==> config.mk <==
export PLATFORM = sky130hd
export DESIGN_NAME = bpe_norm
export DESIGN_NICKNAME = d
export VERILOG_FILES = /design/src/rtl/bpe_pkg.sv /design/src/rtl/bpe_norm.sv
export SDC_FILE = /design/constraint.sdc
export NUM_CORES = 2
export LEC_CHECK = 0
export BUFFER_PORTS_ARGS = -buffer_cell sky130_fd_sc_hd__clkbuf_2
export CORE_MARGIN = 8
export CORE_UTILIZATION = 66
export CTS_BUF_LIST = sky130_fd_sc_hd__clkbuf_16
export DETAILED_ROUTE_END_ITERATION = 16
export PLACE_DENSITY_LB_ADDON = 0.05
export SLEW_MARGIN = 20
export SYNTH_ARGS = -nofsm -noshare
export SYNTH_HDL_FRONTEND = slang
export SYNTH_SLANG_ARGS = --single-unit
==> constraint.sdc <==
create_clock -name clk -period 9.05 [get_ports clk]
set_input_delay 0.4525 -clock clk [delete_from_list [all_inputs] [get_ports clk]]
set_output_delay 0.4525 -clock clk [all_outputs]
set_load 0.02 [all_outputs]
==> src/rtl/bpe_pkg.sv <==
// Shared types and constants for the Bernstein polynomial evaluator.
package bpe_pkg;

  localparam int NCOEF      = 6;
  localparam int MAX_DEGREE = NCOEF - 1;
  localparam int DW         = 32;          // sample, register and result width
  localparam int FW         = 32;          // fraction bits of t
  localparam int TW         = FW + 1;      // t spans 0 .. 1.0 inclusive
  localparam int CFG_IW     = 3;

  typedef logic signed [DW-1:0] word_t;
  typedef logic [TW-1:0]        frac_t;
  typedef word_t                coef_arr_t [NCOEF];

  localparam frac_t T_ONE = {1'b1, {FW{1'b0}}};

  typedef enum logic [CFG_IW-1:0] {
    REG_X_MIN      = 3'd0,
    REG_INV_RANGE  = 3'd1,
    REG_COEF_ZERO  = 3'd2,
    REG_COEF_ONE   = 3'd3,
    REG_COEF_TWO   = 3'd4,
    REG_COEF_THREE = 3'd5,
    REG_COEF_FOUR  = 3'd6,
    REG_COEF_FIVE  = 3'd7
  } cfg_reg_t;

endpackage

==> src/rtl/bpe_norm.sv <==
// Three-stage normaliser: subtract, scale by the reciprocal, clamp t to [0,1].
module bpe_norm (
  input  logic               clk,
  input  logic               rst_n,
  input  logic               in_valid,
  output logic               in_ready,
  input  bpe_pkg::word_t     sample_x,
  input  bpe_pkg::word_t     x_min,
  input  logic [31:0]        inv_range,
  output logic               out_valid,
  input  logic               out_ready,
  output bpe_pkg::frac_t     t_out,
  output logic               clamp_out
);

  logic                      v1_r, v2_r, v3_r;
  logic                      en1, en2, en3;
  logic signed [32:0]        d1_r;
  logic                      inz1_r;
  logic [63:0]               prod;
  logic [63:0]               p2_r;
  logic                      neg2_r;
  logic                      over;
  bpe_pkg::frac_t            t3_r;
  logic                      cl3_r;

  assign en3      = !v3_r || out_ready;
  assign en2      = !v2_r || en3;
  assign en1      = !v1_r || en2;
  assign in_ready = en1;

  always_ff @(posedge clk) begin
    if (!rst_n) begin
      v1_r <= 1'b0;
      v2_r <= 1'b0;
      v3_r <= 1'b0;
    end else begin
      if (en1) v1_r <= in_valid;
      if (en2) v2_r <= v1_r;
      if (en3) v3_r <= v2_r;
    end
  end

  // Product of the positive difference and the reciprocal: exact Q.32.
  assign prod = 64'(d1_r[31:0]) * 64'(inv_range);
  assign over = (p2_r[63:32] > 32'd1) || (p2_r[32] && (|p2_r[31:0]));

  always_ff @(posedge clk) begin
    if (en1) begin
      d1_r   <= {sample_x[31], sample_x} - {x_min[31], x_min};
      inz1_r <= |inv_range;
    end
    if (en2) begin
      neg2_r <= d1_r[32] && inz1_r;
      p2_r   <= d1_r[32] ? 64'd0 : prod;
    end
    if (en3) begin
      t3_r  <= over ? bpe_pkg::T_ONE : p2_r[32:0];
      cl3_r <= neg2_r || over;
    end
  end

  assign out_valid = v3_r;
  assign t_out     = t3_r;
  assign clamp_out = cl3_r;

endmodule

==> impl_metrics.csv <==
group,metric,value,unit
synthesis,synthSimpleGateAreaFrac,17.9,%
synthesis,synth_ff_type,"edfxtp_1",
global_route,grt_use_total,32.5,%
route,drt-wirelength-per-cell,21.1,um
setup_path,worstSetupPathType,"flop to flop",
status,outcome,"finished, final reports clean",
synthesis,synth_area_leader_cell,"fa_1",
final_layout,area_growth,5.40,%
floorplan,die_w,262,um
synthesis,synth_common_cells,"inv_1, fa_1, and2_1",
final_layout,seqCellArea,4050,um2
job,maxCapViolCount,0,
route,drt-pass1-iter-count,6,
route,drtIter0Drc,2112,
clocking,post_cts_resized,0,
route,vias_per_cell,5.71,
hold_path,hold_start,"in_valid",
timing,drv_slew,0,
floorplan,die_area,68700,um2
synthesis,yosysMostFrequentCell,"inv_1",
route,drc,0,
global_route,antenna_found_initial,2,
setup_path,rrSetupSlack,0.38,ns
synthesis,netlist_instances,4252,
placement,dp_hpwl,86100,um
timing,period_needed,8.67,ns
final_layout,drive_gt1_share,6.74,%
setup_path,reg2reg_from,"d1_r[17]$_DFFE_PP_",
final_layout,fin_nets,5564,
synthesis,netlist_area,40000,um2
floorplan,die_h,262,um
synthesis,synth_mux_area_share,0.0783,%
timing,finClkSkew,0.0191,ns
synthesis,synth-compound-area-share,4.78,%
clocking,numClockSinks,136,
timing,fin_crit_sh,95.8,%
setup_path,r2r_cells,23,
synthesis,synthTopCellsByArea,"fa_1, edfxtp_1, and2_1",
placement,port_buffers,135,
synthesis,synth_edf_count,133,
clocking,cts_tree,"done",
clocking,numCtsBuffers,17,
route,route.antenna.remaining_nets,0,
setup_path,cp-start-kind,"flop",
setup_path,endpoint_kind,"flop",
synthesis,synth.avg_cell_area,9.40,um2
final_layout,antennaDiodeCount,0,
synthesis,synth_top_area_share,44.9,%
setup_path,reg2reg_to,"p2_r[59]$_SDFFCE_PP0P_",
synthesis,yosys_warnings,0,
setup_path,required,9.25,ns
clocking,clock_latency,0.48,ns
timing,finalHoldViolCount,0,
setup_path,cp_max_fo,26,
global_route,grt_overflow_total,0,
floorplan,io_pins,136,
clocking,cts_buffer_depth,2,
hold_path,hold_depth,3,
clocking,post_cts_buffers,0,
clocking,clock-root-buffer,"clkbuf_16",
timing,slew-limit-headroom,22.0,%
floorplan,start_util,66.5,%
hold_path,hold_end,"v1_r$_SDFFE_PN0P_",
placement,gp_congestion,0.955,
route,finalWirelength,107000,um
synthesis,synthAdderAreaFrac,54.2,%
synthesis,ys_seq_area_share,10.1,%
clocking,hold_buffers,0,
clocking,path_clk_slew,0.07,ns
synthesis,synth_fp_nets,5544,
timing,setup-tns-final,0,ns
route,vias,28939,
final_layout,multi_input_area,31500,um2
synthesis,synth_cell_type_count,69,
synthesis,synth_top_family_by_area,"adder cells",
final_layout,fillers,4834,
synthesis,synth_xor_xnor_area_share,1.84,%
synthesis,ys_seq_elements,136,
global_route,grt_max_degree,68,
timing,worstMarginPinSlew,1.17,ns
synthesis,synth-async-reset-ratio,0,%
timing,setup_viol,0,
timing,rsz0062_at_grt,"false",
hold_path,hold_path.class,"primary input to flop",
global_route,grt_pass1_wl,170000,um
clocking,htree_levels,4,
setup_path,arrival,8.87,ns
timing,clock.fmax,115,MHz
floorplan,num_rows,90,
floorplan,core_area,60100,um2
global_route,grt_pass1_vias,30903,
flip-flops by register name, summed over array words and instances (netlist names):
name	flops
v2_r	1
inz1_r	1
d1_r	33
out_valid	1
clamp_out	1
p2_r	64
t_out	33
neg2_r	1
v1_r	1
logic make-up (layout without fill, tap and decap cells):
family	after synthesis	in the layout
buf+inv	1181	1214
mux	3	3
compound gates	282	282
xor+xnor	84	84
flops	136	136
fa+ha+maj	1192	1192
simple gates	1374	1374
critical path: stages, from the launching register on:
cell	delay (ns)
edfxtp_1	1.12
and2_1	0.27
fa_1	0.46
fa_1	0.55
inv_1	0.06
fa_1	0.50
fa_1	0.52
inv_1	0.06
fa_1	0.56
fa_1	0.43
fa_1	0.54
inv_1	0.07
fa_1	0.48
inv_1	0.04
ha_1	0.42
nand4_1	0.17
nor3_1	0.33
o211ai_1	0.27
o41ai_2	0.68
o31ai_2	0.14
o21ai_1	0.36
a31oi_1	0.16
xor2_1	0.16
nor2_1	0.05
cell usage in the layout, fill, tap and decap left out, drive strengths merged, types with 48 or more instances in the layout:
cell type  count
xnor2         51
nand2        462
inv          959
a21o          48
ha           295
o21ai         53
fa           897
edfxtp       133
clkbuf       152
a21oi         86
nor2         112
and2         631
buf           97
per-stage QoR:
step / std cells / hold slack, ns / setup slack [ns] / utilization, % / instance area, um2
2_1_floorplan: 4252 / 0.459 / 1.57 / - / 40000
3_3_place_gp: 5035 / 0.491 / 0.574 / 69.1 / 41500
3_5_place_dp: 5035 / 0.508 / 0.529 / 69.1 / 41500
4_1_cts: 5067 / 0.185 / 0.530 / 70.1 / 42100
5_1_grt: 5067 / 0.216 / 0.0458 / 70.1 / 42100
6_report: 5067 / 0.201 / 0.381 / 70.1 / 42100
routing by layer:
| layer | share of wire, % | wire [um] | global-route usage (%) | vias to the layer above |
|---|---|---|---|---|
| li1 | - | - | - | 12666 |
| met1 | 37 | 39200 | 40.4 | 14780 |
| met2 | 50 | 52900 | 55.0 | 1166 |
| met3 | 7.3 | 7740 | 4.72 | 325 |
| met4 | 6.4 | 6850 | 17.5 | 2 |
| met5 | 0.012 | 13 | 0 | - |
worst max path at each step:
stage,cells after the start,slack [ns],endpoint,start
finish,23,0.38,p2_r[59]$_SDFFCE_PP0P_,d1_r[17]$_DFFE_PP_
global route,25,0.05,p2_r[59]$_SDFFCE_PP0P_,d1_r[10]$_DFFE_PP_
CTS,25,0.53,p2_r[59]$_SDFFCE_PP0P_,d1_r[10]$_DFFE_PP_
detailed placement,25,0.53,p2_r[62]$_SDFFCE_PP0P_,inv_range[8]
global placement,24,0.57,p2_r[59]$_SDFFCE_PP0P_,inv_range[8]
floorplan,25,1.57,p2_r[63]$_SDFFCE_PP0P_,inv_range[8]
cell type report:
| type | instances | area share, % |
|---|---|---|
| multi-input cells | 2935 | 74.7 |
| flip-flops and latches | 136 | 9.62 |
| inverters | 950 | 8.47 |
| repair buffers | 232 | 3.42 |
| well taps | 782 | 2.32 |
| clock buffers | 17 | 1.01 |
| clock inverters | 15 | 0.419 |
Power is not shown: default switching activity piles up to over one toggle a cycle in this logic, so the estimate is an artifact.
